$ cat src/design/sgm_pkg.sv
// shared constants, field codes and controller/datapath interface types for the sobel block
package sgm_pkg;

    localparam int PIX_W        = 8;
    localparam int CFG_W        = 12;
    localparam int CFG_IDX_W    = 1;
    localparam int ROW_W        = 12;
    localparam int DRAIN_W      = 12;
    localparam int SUM_W        = 10;
    localparam int SQ_W         = 21;
    localparam int ENERGY_W     = 8;

    localparam int MAX_WIDTH_DEF = 2048;
    localparam int MAX_HEIGHT    = 4096;
    localparam int MIN_DIM       = 3;
    localparam int WIDTH_RESET   = 640;
    localparam int HEIGHT_RESET  = 480;
    localparam int ENERGY_MAX    = 255;

    // register indexes on the configuration channel
    localparam logic [CFG_IDX_W-1:0] CFG_WIDTH  = 1'b0;
    localparam logic [CFG_IDX_W-1:0] CFG_HEIGHT = 1'b1;

    // input item kinds
    localparam logic KIND_PIXEL = 1'b0;
    localparam logic KIND_DRAIN = 1'b1;

    typedef struct packed {
        logic accept;
        logic step;
        logic grad;
        logic square;
        logic sqrt_init;
        logic sqrt_step;
        logic res_root;
        logic res_zero;
        logic drain_dec;
        logic out_load;
    } sgm_cmd_t;

    typedef struct packed {
        logic in_kind;
        logic draining;
        logic emit;
        logic interior;
        logic sqrt_last;
        logic out_free;
    } sgm_sts_t;

endpackage

$ cat src/design/sgm_ctrl.sv
// controller state machine sequencing each transaction through the datapath
module sgm_ctrl (
    input  logic              aclk,
    input  logic              aresetn,
    input  logic              s_tvalid,
    output logic              s_tready,
    input  sgm_pkg::sgm_sts_t sts,
    output sgm_pkg::sgm_cmd_t cmd
);

    localparam logic [2:0] ST_IDLE   = 3'd0;
    localparam logic [2:0] ST_STEP   = 3'd1;
    localparam logic [2:0] ST_GRAD   = 3'd2;
    localparam logic [2:0] ST_SQUARE = 3'd3;
    localparam logic [2:0] ST_SUM    = 3'd4;
    localparam logic [2:0] ST_SQRT   = 3'd5;
    localparam logic [2:0] ST_FINISH = 3'd6;
    localparam logic [2:0] ST_OUT    = 3'd7;

    logic [2:0] state_reg;
    logic [2:0] state_next;

    assign s_tready = (state_reg == ST_IDLE);

    always_comb begin
        state_next = state_reg;
        cmd        = '0;
        case (state_reg)
            ST_IDLE: begin
                cmd.accept = s_tvalid;
                if (s_tvalid) begin
                    if (sts.in_kind == sgm_pkg::KIND_DRAIN) begin
                        if (sts.draining) begin
                            cmd.drain_dec = 1'b1;
                            state_next    = ST_OUT;
                        end
                    end else if (!sts.draining) begin
                        state_next = ST_STEP;
                    end
                end
            end
            ST_STEP: begin
                cmd.step = 1'b1;
                if (!sts.emit) begin
                    state_next = ST_IDLE;
                end else if (sts.interior) begin
                    state_next = ST_GRAD;
                end else begin
                    cmd.res_zero = 1'b1;
                    state_next   = ST_OUT;
                end
            end
            ST_GRAD: begin
                cmd.grad   = 1'b1;
                state_next = ST_SQUARE;
            end
            ST_SQUARE: begin
                cmd.square = 1'b1;
                state_next = ST_SUM;
            end
            ST_SUM: begin
                cmd.sqrt_init = 1'b1;
                state_next    = ST_SQRT;
            end
            ST_SQRT: begin
                cmd.sqrt_step = 1'b1;
                if (sts.sqrt_last) begin
                    state_next = ST_FINISH;
                end
            end
            ST_FINISH: begin
                cmd.res_root = 1'b1;
                state_next   = ST_OUT;
            end
            ST_OUT: begin
                if (sts.out_free) begin
                    cmd.out_load = 1'b1;
                    state_next   = ST_IDLE;
                end
            end
            default: begin
                state_next = ST_IDLE;
            end
        endcase
    end

    always_ff @(posedge aclk) begin
        if (!aresetn) begin
            state_reg <= ST_IDLE;
        end else begin
            state_reg <= state_next;
        end
    end

endmodule

$ cat config.mk
export PLATFORM = sky130hd
export DESIGN_NAME = sgm_ctrl
export DESIGN_NICKNAME = d
export VERILOG_FILES = /design/src/design/sgm_pkg.sv /design/src/design/sgm_ctrl.sv
export SDC_FILE = /design/constraint.sdc
export NUM_CORES = 1
export LEC_CHECK = 0
export ABC_AREA = 1
export BUFFER_PORTS_ARGS = -buffer_cell sky130_fd_sc_hd__clkbuf_2
export CAP_MARGIN = 40
export CORE_AREA = 2 2 39 41
export CTS_BUF_LIST = sky130_fd_sc_hd__clkbuf_16
export CTS_CLUSTER_DIAMETER = 40
export DETAILED_ROUTE_END_ITERATION = 6
export DIE_AREA = 0 0 41 43
export GPL_TIMING_DRIVEN = 0
export PLACE_DENSITY = 0.45
export SLEW_MARGIN = 10
export SYNTH_ARGS = -nofsm -noshare
export SYNTH_HDL_FRONTEND = slang
export SYNTH_SLANG_ARGS = --single-unit
export TNS_END_PERCENT = 30
$ cat constraint.sdc
create_clock -name aclk -period 2.5 [get_ports aclk]
set_input_delay 0.25 -clock aclk [delete_from_list [all_inputs] [get_ports aclk]]
set_output_delay 0.25 -clock aclk [all_outputs]
set_load 0.03 [all_outputs]
==> impl_metrics.csv <==
group,metric,value,unit
status,outcome,"finished, final reports clean",
hold_path,min_path_type,"in -> reg",
placed_design,place_area,402,um2
critical_path,r2r-start,"state_reg[1]$_SDFFE_PN0P_",
clock_network,cts.root.buffer_cell,"clkbuf_16",
clock_network,cts_made_buffers,3,
power_and_ir_drop,p_int,0.384,mW
timing,setup_viol_count_final,0,
logic_synthesis,synth-seq-area-share,0.210,
global_route,met2_usage,0.150,
power_and_ir_drop,p_clk_frac,0.349,
timing,layout_worst_path_cycle_share,0.594,
critical_path,regToRegSetupSlack,1360,ps
timing,rsz0062_at_grt,"false",
critical_path,critPathKind,"reg -> out",
die,rows,14,
global_route,grt_pass1_wl,1240,um
global_route,grt_use_met3,0.0628,
clock_network,htreeDepth,1,
global_route,grt_use_total,0.118,
routing,via_per_inst,4.20,
die,dieHeight,43,um
routing,drt_iter0_markers,7,
global_route,grt_max_degree,8,
timing,tightestPinTransition,260,ps
critical_path,crit_required,2250,ps
critical_path,worstPathArrival,1230,ps
clock_network,cts_hold_buffers,0,
timing,fin_skew,3.80,ps
global_route,grt-busiest-layer,"met2",
global_route,grt_use_met1,0.119,
logic_synthesis,syn_nets,66,
die,dieArea,1760,um2
timing,hold_ws,266,ps
global_route,overflow,0,
hold_path,min_from,"aresetn",
timing,clock.fmax,674,MHz
logic_synthesis,synth_common_cells,"nor2_1 (15), nand2_1 (14), inv_1 (10)",
clock_network,clk_path_buf_depth,2,
clock_network,clkSlewWorstSetupHoldPaths,30,ps
routing,wl_per_cell,8.49,um
final_layout,drive_gt1_frac,0.338,
job,cap_violations,0,
logic_synthesis,synth_most_common_cell,"nor2_1",
logic_synthesis,synth_edf_count,0,
power_and_ir_drop,switchingPower,0.336,mW
clock_network,insertion_delay,230,ps
logic_synthesis,ys_warn_count,0,
timing,finalWorstSetupSlack,1020,ps
global_route,grt_pass1_vias,324,
clock_network,cts.sinks,3,
final_layout,largest_reg_flops,3,
final_layout,nets,90,
final_layout,antenna-diode-count,0,
critical_path,start_kind,"register",
power_and_ir_drop,vdd_ir_drop_max,0.564,mV
logic_synthesis,synth.distinct_cells,12,
die,core,1380,um2
routing,vias,403,
die,pin_count,20,
logic_synthesis,avgSynthCellArea,5.03,um2
final_layout,final_cell_area,480,um2
placed_design,place_ws,1250,ps
routing,drc,0,
power_and_ir_drop,powerDensity,1500,nW/um2
timing,post-route-min-period,1480,ps
power_and_ir_drop,pwr-share-seq,0.154,
logic_synthesis,synth_ff_type,"dfxtp_1",
timing,finalMaxSlewViolations,0,
critical_path,cp-startpoint,"state_reg[2]$_SDFFE_PN0P_",
logic_synthesis,ys_async_sr_fraction,0,
critical_path,reg2reg_to,"state_reg[2]$_SDFFE_PN0P_",
placed_design,io_buffers,19,
logic_synthesis,synth_top_cell_by_area,"dfxtp_1",
global_route,antenna_found_initial,0,
clock_network,cts_resized,0,
logic_synthesis,syn_inst,57,
critical_path,rr_worst_depth,7,
placed_design,dp.cells,92,
power_and_ir_drop,power_leakage,0.309,nW
routing,route.antenna.remaining_nets,0,
power_and_ir_drop,combPwrFrac,0.497,
critical_path,end_kind,"output port",
critical_path,crit_fanout,7,
logic_synthesis,synth_area_leaders,"dfxtp_1 (21%), nor2_1 (20%), nand2_1 (18%)",
critical_path,endpoint,"cmd[1]",
routing,drt-total-wl,815,um
power_and_ir_drop,p_sw_frac,0.467,
placed_design,place.gp.congestion,0.681,
final_layout,area_growth,67.7,%
timing,relSlewSlack,0.826,
routing,firstDrtPassIters,4,
logic_synthesis,syn-cell-area,287,um2
die,die_w,41,um
logic_synthesis,ys_ff_latch,3,
clock_network,cts_tree,"done",
logic_synthesis,synth_top_area_frac,0.210,
timing,hold_viol_final,0,
placed_design,dpl.hpwl,632,um
die,initial_core_util,0.207,
final_layout,instances_no_fill,96,
clock_network,post-cts-setup-buffer-count,0,
timing,setup_tns,0,ps
==> logic make-up (layout without fill, tap and decap cells) <==
family	after synthesis	after routing	share of synthesized area
AND/OR/NAND/NOR	41	41	0.616
buffers and inverters	12	35	0.157
AO/OA/AOI/OAI	1	1	0.0175
flip-flops	3	3	0.210
==> metrics by stage <==
| step | total power [mW] | utilization |
|---|---|---|
| 4_1_cts | 0.731 | 0.347 |
| 3_5_place_dp | 0.472 | 0.290 |
| 3_3_place_gp | 0.474 | 0.290 |
| 2_1_floorplan | 0.380 | - |
| 6_report | 0.721 | 0.347 |
| 5_1_grt | 0.779 | 0.347 |
==> worst min path at each step <==
stage | endpoint | slack, ps | depth (start not counted)
finish | state_reg[2]$_SDFFE_PN0P_ | 270 | 3
global placement | state_reg[0]$_SDFFE_PN0P_ | 500 | 3
floorplan | state_reg[0]$_SDFFE_PN0P_ | 370 | 2
CTS | state_reg[2]$_SDFFE_PN0P_ | 260 | 3
global route | state_reg[1]$_SDFFE_PN0P_ | 310 | 3
detailed placement | state_reg[2]$_SDFFE_PN0P_ | 500 | 3
==> placed cells by master (no fill, tap or decap), types with 2 or more instances in the layout <==
| cell | netlist | final |
|---|---|---|
| clkbuf_16 | 0 | 3 |
| clkbuf_2 | 0 | 19 |
| dfxtp_1 | 3 | 3 |
| inv_1 | 10 | 11 |
| inv_2 | 2 | 2 |
| nand2_1 | 14 | 14 |
| nand2_2 | 2 | 2 |
| nand3_1 | 5 | 5 |
| nor2_1 | 15 | 15 |
| nor3_1 | 2 | 2 |
==> power groups by stage <==
stage               Clock, mW  Sequential, mW  Combinational, mW
floorplan                   0           0.101              0.279
global placement            0           0.113              0.361
detailed placement          0           0.112              0.361
CTS                     0.258           0.111              0.362
global route            0.261           0.115              0.403
finish                  0.252           0.111              0.358
==> critical path, stage by stage, from the launching register on <==
cell      delay (ps)
dfxtp_1          370
nor2_2           180
nand2_2           90
nor3_1           140
clkbuf_2         230
==> per-layer routing <==
| metal | wire length (um) | part of all wire | up-vias |
|---|---|---|---|
| met5 | 0 | 0 | - |
| met1 | 364 | 0.45 | 162 |
| met2 | 336 | 0.41 | 18 |
| met3 | 76 | 0.093 | 5 |
| li1 | - | - | 218 |
| met4 | 38 | 0.047 | 0 |
==> cell type report <==
class	count	area, um2
Sequential cell	3	60.1
Timing Repair Buffer	19	95.1
Clock buffer	3	75.1
Fill cell	155	903
Clock inverter	1	3.75
Multi-Input combinational cell	42	181
Tap cell	16	20.0
Inverter	12	45.0
Power figures use the tool's default switching activity.
